--- src/rtl/assert_macros.svh ---
// Assertion macros shared by the grid scale partition table RTL.
// No dependencies; included by the files that carry assertions.
`ifndef ASSERT_MACROS_SVH
`define ASSERT_MACROS_SVH

// Condition holds at every clock edge outside reset.
`define GSP_ASSERT_ALWAYS(label, clk, rst, cond, msg) \
   label: assert property (@(posedge clk) disable iff (rst) (cond)) else $error(msg);

// Consequent holds in the same cycle as the antecedent.
`define GSP_ASSERT_IMPLIES(label, clk, rst, ante, cons, msg) \
   label: assert property (@(posedge clk) disable iff (rst) (ante) |-> (cons)) else $error(msg);

// Consequent holds in the cycle after the antecedent.
`define GSP_ASSERT_NEXT(label, clk, rst, ante, cons, msg) \
   label: assert property (@(posedge clk) disable iff (rst) (ante) |=> (cons)) else $error(msg);

`endif

--- src/rtl/gsp_pkg.sv ---
// Package for the grid scale partition table: field widths, operation and
// status codes, reset values. No dependencies.
`timescale 1ns / 1ps

package gsp_pkg;

   localparam int DEFAULT_MAX_GRID_SIZE = 64;

   localparam int OP_W     = 2;
   localparam int COORD_W  = 64;
   localparam int QIDX_W   = 6;
   localparam int STATUS_W = 2;
   localparam int OFFSET_W = 15;
   localparam int GRID_W   = 7;

   localparam logic [GRID_W-1:0] GRID_SIZE_RESET = 7'd64;

   // directory layout: base word, then five words per cell
   localparam int DIR_BASE        = 1;
   localparam int DIR_ENTRY_WORDS = 5;

   localparam logic [OP_W-1:0] OP_LOCATE = 2'd0;
   localparam logic [OP_W-1:0] OP_INSERT = 2'd1;
   localparam logic [OP_W-1:0] OP_GET    = 2'd2;

   localparam logic [STATUS_W-1:0] STATUS_OK    = 2'd0;
   localparam logic [STATUS_W-1:0] STATUS_FULL  = 2'd1;
   localparam logic [STATUS_W-1:0] STATUS_RANGE = 2'd2;

   typedef logic signed [COORD_W-1:0] coord_type;

endpackage

--- src/rtl/gsp_scale_ram.sv ---
// One linear scale: synchronous memory, one write and one read port,
// registered read data. Depends on gsp_pkg.
`timescale 1ns / 1ps

module gsp_scale_ram import gsp_pkg::*; #(
   parameter int DEPTH  = DEFAULT_MAX_GRID_SIZE - 1,
   parameter int ADDR_W = 6,
   parameter int DATA_W = COORD_W
) (
   input  logic              clock,
   input  logic              wr_en,
   input  logic [ADDR_W-1:0] wr_addr,
   input  logic [DATA_W-1:0] wr_data,
   input  logic              rd_en,
   input  logic [ADDR_W-1:0] rd_addr,
   output logic [DATA_W-1:0] rd_data
);

   logic [DATA_W-1:0] mem [DEPTH];
   logic [DATA_W-1:0] rd_data_ff;

   always_ff @(posedge clock) begin
      if (wr_en) begin
         mem[wr_addr] <= wr_data;
      end
   end

   always_ff @(posedge clock) begin
      if (rd_en) begin
         rd_data_ff <= mem[rd_addr];
      end
   end

   assign rd_data = rd_data_ff;

endmodule

--- config.mk ---
export PLATFORM = sky130hd
export DESIGN_NAME = gsp_scale_ram
export DESIGN_NICKNAME = d
export VERILOG_FILES = /design/src/rtl/assert_macros.svh /design/src/rtl/gsp_pkg.sv /design/src/rtl/gsp_scale_ram.sv
export SDC_FILE = /design/constraint.sdc
export NUM_CORES = 2
export LEC_CHECK = 0
export ABC_AREA = 1
export BUFFER_PORTS_ARGS = -buffer_cell sky130_fd_sc_hd__buf_2
export CORE_UTILIZATION = 49
export CTS_BUF_LIST = sky130_fd_sc_hd__clkbuf_8
export DETAILED_ROUTE_END_ITERATION = 12
export GPL_ROUTABILITY_DRIVEN = 0
export PLACE_DENSITY = 0.67
export SKIP_CTS_REPAIR_TIMING = 1
export SYNTH_ARGS = -nofsm -noshare
export SYNTH_HDL_FRONTEND = slang
export SYNTH_SLANG_ARGS = --single-unit
--- constraint.sdc ---
create_clock -name clock -period 7.95 [get_ports clock]
set_input_delay 0.795 -clock clock [delete_from_list [all_inputs] [get_ports clock]]
set_output_delay 0.795 -clock clock [all_outputs]
set_load 0.005 [all_outputs]
# Yosys cells after proc, flatten, opt, wreduce, memory -nomap -nowiden
# Memories as Yosys holds them, arrays and structs flattened. A register that Yosys moved wholly into a read port is not among the register bits.
# Index checks and enable logic that the tools add are counted.
[classes]
muxes = 2
[op_table]
columns = ["op", "n"]
rows = [
  ["$mux W1", 2],
]
[word_totals]
inputBits = 79
wordCells = 3
ram_bits = 4032
output_inout_bits = 64
ff_bits = 0
mem_count = 1
[mem_list]
columns = ["name", "words", "width", "rd", "rd_ports_with_merged_regs", "wr", "line", "text"]
rows = [
  ["mem", 63, 64, 1, 1, 1, "gsp_scale_ram.sv:19", "logic [DATA_W-1:0] mem [DEPTH];"],
]

# Depth between registers and ports, before layout
[logic_depth]
ltp_word = 2
ltp_mapped = 13
depth_no_buf = 9

# Worst setup path after synthesis
# Ideal clock, no wire load.
[synth_path]
path_kind = "input port to flip-flop"
startpoint = "input port wr_en"
endpoint = "memory mem[32][0] in the netlist's numbering (enable)"
path_stages = 3
required_ns = 7.304
setup_slack_ns = -0.127
path_buffers = 1
t_arrival_ns = 7.431
setup_ns = 0.646
path_cell_list = "clkbuf_1 -> nand4_1 -> nor4_1"
[synth_via]
elab_chain_len = 2
[synth_rtl]
columns = ["element", "line", "text"]
rows = [
  ["start: declaration", "gsp_scale_ram.sv:11", "input logic wr_en,"],
  ["$mux W1", "gsp_scale_ram.sv:23", "if (wr_en) begin"],
  ["$mux W1 (implied by the code)", "gsp_scale_ram.sv:24", "mem[wr_addr] <= wr_data;"],
  ["end: declaration", "gsp_scale_ram.sv:19", ""],
]
# Every way passes these cells.

# Worst setup path in the final report
[layout_path]
startpoint = "input port wr_addr[1]"
endpoint = "memory mem[61][7] in the netlist's numbering (enable)"
[layout_rtl]
columns = ["element", "line", "text"]
rows = [
  ["start: declaration", "gsp_scale_ram.sv:12", "input logic [ADDR_W-1:0] wr_addr,"],
]
# Straight into the memory's write port.

==> impl_metrics.ini <==
[status]
status = finished, final reports clean

[die]
fp-row-count = 211
die_height_um = 579.8
start_util = 0.4937
top_level_ports = 143
die_area_mm2 = 0.3361
die_width_um = 579.8
coreArea_mm2 = 0.3313

[sta]
finalClockSkew_ps = 60.92
finalSetupViolCount = 0
fin_crit_sh = 0.4144
fin_tns_setup_ps = 0
slew_violations = 0
max_freq_ghz = 0.3036
fin_crit_ps = 3294
worstMarginPinSlew_ps = 1421
relSlewSlack = 0.05074
rsz0062_at_grt = no
final_hold_viol_count = 0

[power_and_ir_drop]
comb_power_share = 0.059
worst_ir_drop_vdd_uv = 199.7
powerDensity_mw_per_mm2 = 238.2
seqPwrFrac = 0.565
internal_power_mw = 32.39
pwr-share-clk = 0.376
p_sw_frac = 0.2399
switchingPower_mw = 10.22
power.leakage_nw = 63.15

[logic_synthesis]
synth_nets = 13340
syn-cell-area_mm2 = 0.1636
syn_avg_cell_area_um2 = 12.33
ys_types = 16
synth.top_cell.area_share = 0.7520
synthTopCellsByArea = edfxtp_1, nand3_1, nand2_1
yosysSeqAreaShare = 0.7520
netlist_instances = 13260
synth_seq_cells = 4096
synth_top_cell_by_area = edfxtp_1
yosys_warnings = 0

[setup_path]
r2r_start = mem[48][7]
reg2regPathDepth = 8
critical_path_arrival_ps = 4100
ff2ff_setup_slack_ps = 6160
cp_max_fo = 46
r2r-end = rd_data[7]
setup.worst_path.end_class = register
required_ps = 8750
startpoint_type = input port
crit_type = input port to register

[hold_path]
min_delay_path_depth = 5
worstHoldPathType = input port to register
min_to = rd_data[24]
hold_start = rd_addr[4]

[cells_and_area]
layout.area.seq_mm2 = 0.1230
fin_util = 0.5399
mostFrequentLayoutCell = nand2_1
filler_cell_count = 27210
multi_input_area_mm2 = 0.03620
syn_to_final_growth_pct = 9.367
final_nets = 13450
layout_common_cells = nand2_1, edfxtp_1, nand3_1
layout-drive-gt1-share = 0.08335

[global_routing]
grt_first_pass_wirelength_um = 707800
grt_pass1_vias = 101400
antenna_found_initial = 45
track_usage = 0.2875
grt_max_degree = 207
gr-total-overflow = 0

[placed_design]
dp_hpwl_um = 237200
io_buffer_count = 142

[clock_tree]
cts_root_buffer = clkbuf_8
numCtsBuffers = 642
cts_max_level = 6
cts_tree = done
cts_buffer_depth = 4
cts.clk_slew.worst_paths_ps = 60
cts_sinks = 4096
clock_latency_ps = 1230

[detailed_routing]
via_per_inst = 5.952
routed_wl_um = 494400
route.vias.total = 108500
antenna_left = 0
drcViolationCount = 0
wl_per_cell_um = 27.11
drt_iter0_markers = 14330
drt_pass1_iterations = 6

[run]
drv_cap = 0
[layout make-up]
cell class / count / share of cell area
flip-flops and latches: 4096 / 0.6876
multi-input cells: 8271 / 0.2024
clock buffers: 650 / 0.05001
well taps: 4366 / 0.03054
repair buffers: 344 / 0.01588
clock inverters: 449 / 0.01233
diodes: 47 / 0.0006575
inverters: 12 / 0.0005875
[critical path: stages]
cell	delay, ps
buf_2	200
inv_1	260
nand4_1	770
nor2_4	1060
buf_4	900
[synth_stat cells]
| cell | count |
|---|---|
| buf_1 | 45 |
| buf_12 | 1 |
| buf_2 | 479 |
| buf_4 | 185 |
| buf_6 | 18 |
| buf_8 | 1 |
| clkbuf_1 | 154 |
| edfxtp_1 | 4096 |
| inv_1 | 8 |
| inv_2 | 2 |
| inv_4 | 2 |
| nand2_1 | 4352 |
| nand3_1 | 3719 |
| nand4_1 | 9 |
| nor2_1 | 183 |
| nor4_1 | 8 |
[kinds of logic after synthesis]
| kind of cell | synth area share |
|---|---|
| buf+inv | 0.02947 |
| flops | 0.7520 |
| simple gates | 0.2185 |
[layer usage]
| layer | GRT usage | wire (um) |
|---|---|---|
| met3 | 0.05209 | 51690 |
| met5 | 0 | 108 |
| met4 | 0.1381 | 25440 |
| met2 | 0.4571 | 230900 |
| met1 | 0.3846 | 186300 |
[registers in the layout, indices dropped and copies added, names as in the netlist]
name	count
mem	4032
rd_data	64
[worst max-delay path by stage]
stage	from	end	slack, ps	cells past startpoint
final	wr_addr[1]	mem[61][7]	4660	5
after global routing	wr_addr[1]	mem[61][4]	4620	5
after CTS	wr_addr[1]	mem[61][7]	4810	5
after detailed placement	wr_addr[1]	mem[61][21]	3510	5
after global placement	wr_addr[1]	mem[61][21]	3550	5
after floorplan	wr_en	mem[32][0]	-130	3
[power by group through the flow]
| stage | clock network (mW) | registers [mW] | logic (mW) |
|---|---|---|---|
| floorplan | 0 | 24.5 | 1.48 |
| global placement | 0 | 24.5 | 2.44 |
| global route | 17.1 | 24.1 | 2.71 |
| detailed placement | 0 | 24.5 | 2.47 |
| CTS | 16.2 | 24.1 | 2.48 |
| finish | 16.0 | 24.1 | 2.51 |
[stage by stage]
step | hold slack (ps) | worst slack [ps] | std cells | cell area [um2] | power, mW
2_1_floorplan | 796.8 | -126.8 | 13260 | 163600 | 25.94
3_3_place_gp | 848.1 | 3545 | 17090 | 167600 | 26.96
3_5_place_dp | 854.1 | 3508 | 17090 | 167600 | 26.99
4_1_cts | 117.6 | 4811 | 18190 | 178800 | 42.71
5_1_grt | 192.8 | 4619 | 18230 | 178900 | 43.82
6_report | 201.3 | 4656 | 18240 | 178900 | 42.61
Note: power is estimated with default switching activity, not from simulation.
