`src/rtl/assert_macros.svh`:
```
// Assertion macros shared by the grid scale partition table RTL.
// No dependencies; included by the files that carry assertions.
`ifndef ASSERT_MACROS_SVH
`define ASSERT_MACROS_SVH

// Condition holds at every clock edge outside reset.
`define GSP_ASSERT_ALWAYS(label, clk, rst, cond, msg) \
   label: assert property (@(posedge clk) disable iff (rst) (cond)) else $error(msg);

// Consequent holds in the same cycle as the antecedent.
`define GSP_ASSERT_IMPLIES(label, clk, rst, ante, cons, msg) \
   label: assert property (@(posedge clk) disable iff (rst) (ante) |-> (cons)) else $error(msg);

// Consequent holds in the cycle after the antecedent.
`define GSP_ASSERT_NEXT(label, clk, rst, ante, cons, msg) \
   label: assert property (@(posedge clk) disable iff (rst) (ante) |=> (cons)) else $error(msg);

`endif

```
`src/rtl/gsp_pkg.sv`:
```
// Package for the grid scale partition table: field widths, operation and
// status codes, reset values. No dependencies.
`timescale 1ns / 1ps

package gsp_pkg;

   localparam int DEFAULT_MAX_GRID_SIZE = 64;

   localparam int OP_W     = 2;
   localparam int COORD_W  = 64;
   localparam int QIDX_W   = 6;
   localparam int STATUS_W = 2;
   localparam int OFFSET_W = 15;
   localparam int GRID_W   = 7;

   localparam logic [GRID_W-1:0] GRID_SIZE_RESET = 7'd64;

   // directory layout: base word, then five words per cell
   localparam int DIR_BASE        = 1;
   localparam int DIR_ENTRY_WORDS = 5;

   localparam logic [OP_W-1:0] OP_LOCATE = 2'd0;
   localparam logic [OP_W-1:0] OP_INSERT = 2'd1;
   localparam logic [OP_W-1:0] OP_GET    = 2'd2;

   localparam logic [STATUS_W-1:0] STATUS_OK    = 2'd0;
   localparam logic [STATUS_W-1:0] STATUS_FULL  = 2'd1;
   localparam logic [STATUS_W-1:0] STATUS_RANGE = 2'd2;

   typedef logic signed [COORD_W-1:0] coord_type;

endpackage

```
`src/rtl/gsp_dir_offset.sv`:
```
// Directory word offset of a cell: base + words_per_entry * (lon*size + lat),
// kept to the offset field width. Depends on gsp_pkg.
`timescale 1ns / 1ps

module gsp_dir_offset import gsp_pkg::*; #(
   parameter int MAX_GRID_SIZE = DEFAULT_MAX_GRID_SIZE
) (
   input  logic [$clog2(MAX_GRID_SIZE)-1:0]   lon,
   input  logic [$clog2(MAX_GRID_SIZE)-1:0]   lat,
   input  logic [$clog2(MAX_GRID_SIZE+1)-1:0] eff_size,
   output logic [OFFSET_W-1:0]                offset
);

   localparam int CNT_W  = $clog2(MAX_GRID_SIZE);
   localparam int SZ_W   = $clog2(MAX_GRID_SIZE + 1);
   localparam int PROD_W = CNT_W + SZ_W;
   localparam int SUM_W  = PROD_W + 1;
   localparam int FULL_W = SUM_W + 3;
   localparam int CALC_W = (FULL_W > OFFSET_W) ? FULL_W : OFFSET_W;

   logic [PROD_W-1:0] product;
   logic [SUM_W-1:0]  cell_index;
   logic [CALC_W-1:0] offset_full;

   assign product     = lon * eff_size;
   assign cell_index  = {1'b0, product} + SUM_W'(lat);
   assign offset_full = CALC_W'(cell_index) * CALC_W'(DIR_ENTRY_WORDS) + CALC_W'(DIR_BASE);
   assign offset      = offset_full[OFFSET_W-1:0];

endmodule

```
`config.mk`:
```
export PLATFORM = sky130hd
export DESIGN_NAME = gsp_dir_offset
export DESIGN_NICKNAME = d
export VERILOG_FILES = /design/src/rtl/assert_macros.svh /design/src/rtl/gsp_pkg.sv /design/src/rtl/gsp_dir_offset.sv
export SDC_FILE = /design/constraint.sdc
export NUM_CORES = 1
export LEC_CHECK = 0
export BUFFER_PORTS_ARGS = -buffer_cell sky130_fd_sc_hd__buf_2
export CAP_MARGIN = 20
export CORE_MARGIN = 10
export CORE_UTILIZATION = 50
export DETAILED_ROUTE_END_ITERATION = 6
export PLACE_DENSITY = 0.71
export RECOVER_POWER = 25
export SETUP_SLACK_MARGIN = 0.02
export SLEW_MARGIN = 20
export SYNTH_ARGS = -nofsm -noshare
export SYNTH_HDL_FRONTEND = slang
export SYNTH_SLANG_ARGS = --single-unit
export TNS_END_PERCENT = 50
```
`constraint.sdc`:
```
create_clock -name vclk -period 10.69
set_clock_uncertainty 0.05 [all_clocks]
set_input_delay 1.069 -clock vclk [all_inputs]
set_output_delay 1.069 -clock vclk [all_outputs]
set_load 0.03 [all_outputs]
```
# Yosys cells after proc, flatten, opt, wreduce, memory -nomap -nowiden
# Index checks and enable logic that the tools add are counted.
[word_totals]
out_inout_bits = 15
wordCells = 4
in_bits = 19
regBits = 0
[op_classes]
add_sub_neg = 2
multipliers = 2
[ops]
columns = ["operator", "n"]
rows = [
  ["adder 15 x 1 -> 15 bit, second input constant", 1],
  ["multiplier 14 x 3 -> 15 bit, second input constant", 1],
  ["adder 13 x 6 -> 14 bit", 1],
  ["multiplier 6 x 7 -> 13 bit", 1],
]

# Logic depth before layout (Yosys ltp)
[depth]
word_depth = 4
ltp_mapped = 24
ltp_nobuf = 24

# Worst setup path before layout
# Ideal clock, no wire load.
[synth_timing]
kind = "input -> output"
from = "input lon[5]"
to = "output offset[14]"
setup_slack_ns = 3.325
path_buffers = 0
t_arrival_ns = 6.246
required_ns = 9.571
cell_stages = 22
cell_sequence = "nand2_1 fa_1 fa_1 inv_1 fa_1 inv_1 fa_1 inv_1 ha_1 o21ai_1 nand2b_1 a31o_1 nand2_1 or2b_1 a21oi_1 xnor2_1 ha_1 ha_1 a21o_1 a21o_1 a221oi_2 xnor3_1"
[synth_via]
elab_chain_len = 4
[synth_lines]
columns = ["item", "line_no", "text"]
rows = [
  ["start, declared", "gsp_dir_offset.sv:8", "input logic [$clog2(MAX_GRID_SIZE)-1:0] lon,"],
  ["multiplier 6 x 7 -> 13 bit", "gsp_dir_offset.sv:25", "assign product = lon * eff_size;"],
  ["adder 13 x 6 -> 14 bit", "gsp_dir_offset.sv:26", "assign cell_index = {1'b0, product} + SUM_W'(lat);"],
  ["multiplier 14 x 3 -> 15 bit", "gsp_dir_offset.sv:27", "assign offset_full = CALC_W'(cell_index) * CALC_W'(DIR_ENTRY_WORDS) + CALC_W'(DIR_BASE);"],
  ["adder 15 x 1 -> 15 bit", "gsp_dir_offset.sv:27", ""],
  ["end, declared", "gsp_dir_offset.sv:11", "output logic [OFFSET_W-1:0] offset"],
]
# Every way passes these cells.

# Worst setup path after layout
# Ends and elaborated chain as after synthesis.

==> results.sh <==
export IMPL_fin_util=0.568
export IMPL_period_needed_ns=7.80
export IMPL_wirelength_mm=4.26
export IMPL_cp_buffers_inverters=5
export IMPL_core_sq_mm=0.00435
export IMPL_whs_ns=2.58
export IMPL_port_buffers=34
export IMPL_slew_violations=0
export IMPL_multi_input_area_sq_mm=0.00214
export IMPL_path_class="in -> out"
export IMPL_dieWidth_microns=87.0
export IMPL_nets=392
export IMPL_syn_area_sq_mm=0.00224
export IMPL_drtAntennaViolNets=0
export IMPL_grt_pass1_vias=1899
export IMPL_vias=1821
export IMPL_cp_required_ns=9.57
export IMPL_cts_resized=0
export IMPL_drc=0
export IMPL_ctsHoldBuffers=0
export IMPL_gp_congestion=0.840
export IMPL_cp_num_cells=24
export IMPL_fin_crit_sh=0.730
export IMPL_die_area_sq_mm=0.00756
export IMPL_drive_gt1_frac=0.128
export IMPL_hold_depth=4
export IMPL_tightest_slew_ns=0.371
export IMPL_num_rows=24
export IMPL_grt_overflow=0
export IMPL_synth_top_area_cell="ha_1"
export IMPL_max_stage_delay_ns=0.56
export IMPL_status="completed"
export IMPL_start_kind="primary input"
export IMPL_synth_area_leaders="ha_1 33%, fa_1 21%, and2_1 5.9%"
export IMPL_antenna_cells=0
export IMPL_syn2layout_area_growth_pct=10.3
export IMPL_cp_cell_sequence="buf_2, nand2_1, fa_1, fa_1, inv_1, fa_1, inv_1, fa_1, inv_1, ha_1, o21ai_1, nand2b_1, a31o_1, nand2_1, or2b_1, a21oi_1, xnor2_1, ha_1, ha_1, a21o_1, a21o_1, a221oi_2, xnor3_1, buf_2"
export IMPL_fillers=409
export IMPL_dpl_hpwl_mm=3.92
export IMPL_first_pass_iters=4
export IMPL_num_io_pins=34
export IMPL_relSlewSlack=0.754
export IMPL_fp_dieH_microns=87.0
export IMPL_hold_viol_final=0
export IMPL_synth_top_area_share=0.329
export IMPL_crit_family="adder cells"
export IMPL_fin_tns_setup_ns=0
export IMPL_grt_pass1_wl_mm=7.96
export IMPL_grt_use_total=0.118
export IMPL_seq_area_frac_synth=0
export IMPL_hold_class="in -> out"
export IMPL_crit_fanout=7
export IMPL_drt_iter0_markers=49
export IMPL_met3_length_microns=118
export IMPL_met2WireLength_mm=2.17
export IMPL_cp_slowest_cell="fa_1"
export IMPL_nClkBuffers=0
export IMPL_wl_met1_mm=1.96
export IMPL_viasPerCell=5.36
export IMPL_syn_avg_cell_area_sq_um=8.83
export IMPL_flops_and_latches=0
export IMPL_endpoint_kind="primary output"
export IMPL_setup_violations_final=0
export IMPL_antenna_found_initial=0
export IMPL_highest_layer="met3"
export IMPL_synth_cell_types=37
export IMPL_syn_num_nets=356
export IMPL_rsz0062_at_grt="no"
export IMPL_post_cts_setup_buffer_count=0
export IMPL_synthesis_instances=254
export IMPL_ys_warn_count=0
export IMPL_worstHoldStart="lat[0]"
export IMPL_initial_utilization=0.515
export IMPL_max_freq_mhz=128
export IMPL_grt_max_degree=8
export IMPL_post_drt_wl_per_cell_microns=12.5
export IMPL_maxCapViolCount=0
export IMPL_worst_path_most_repeated_cell="fa_1"
export IMPL_seq_area_sq_um=0
export IMPL_critPathArrivalTime_ns=6.68
export IMPL_crit_path_start="lon[5]"
==> routing by layer <==
metal	global-route usage	vias up
li1	-	942
met1	0.153	853
met2	0.217	26
met3	0.00843	0
met4	0	0
met5	0	-
==> cell type report <==
type	count	area share
multi-input combinational	228	0.867
timing repair buffer	34	0.0673
inverter	26	0.0395
tap	52	0.0263
==> cells in the final DEF (no fill, tap or decap), types with 2 or more instances in the layout <==
cell / n
a211oi_1: 2
clkbuf_1: 3
nor2_1: 9
o211ai_1: 2
nand4_1: 2
nor3_1: 2
o21ai_0: 6
nand2b_1: 5
buf_2: 31
nor2b_1: 2
xor2_1: 7
and2_1: 21
a21oi_1: 16
ha_1: 59
a21o_1: 8
inv_1: 26
o21ai_1: 3
xnor2_1: 15
fa_1: 24
nand2_1: 26
==> worst min-delay path: cells and delay by family <==
kind	cells	cell delay, ns
adder cells (fa/ha/maj)	1	0.17
buffers and inverters	3	0.33
==> per-stage QoR <==
stage                     cell area [sq um]  setup slack [ns]  std cells
after floorplan                        2240              3.32        254
after global placement                 2480              2.95        340
after detailed placement               2480              2.88        340
after CTS                              2480              2.86        340
after global routing                   2470              2.53        340
final                                  2470              2.89        340
==> cells by family after synthesis <==
logic type | count (synthesis) | synth area share
simple gates | 70 | 0.155
xor+xnor | 24 | 0.103
compound gates | 50 | 0.150
buf+inv | 26 | 0.0435
mux | 1 | 0.00446
fa+ha+maj | 83 | 0.544
==> cells in the mapped netlist, types with 2 or more instances <==
master	count
ha_1	59
inv_1	26
nand2_1	26
fa_1	24
and2_1	21
a21oi_1	16
xnor2_1	15
nor2_1	9
a21o_1	8
xor2_1	7
o21ai_0	6
nand2b_1	5
o21ai_1	3
a211oi_1	2
nand4_1	2
nor2b_1	2
nor3_1	2
o211ai_1	2
==> path summary, 6_finish.rpt <==
path                  slack, ns          to
worst min-delay path       2.58   offset[0]
worst max-delay path       2.89  offset[14]
Power is left out: the tool's default activity adds up to more than one toggle a clock period on the data nets, which glitch-free logic cannot reach.
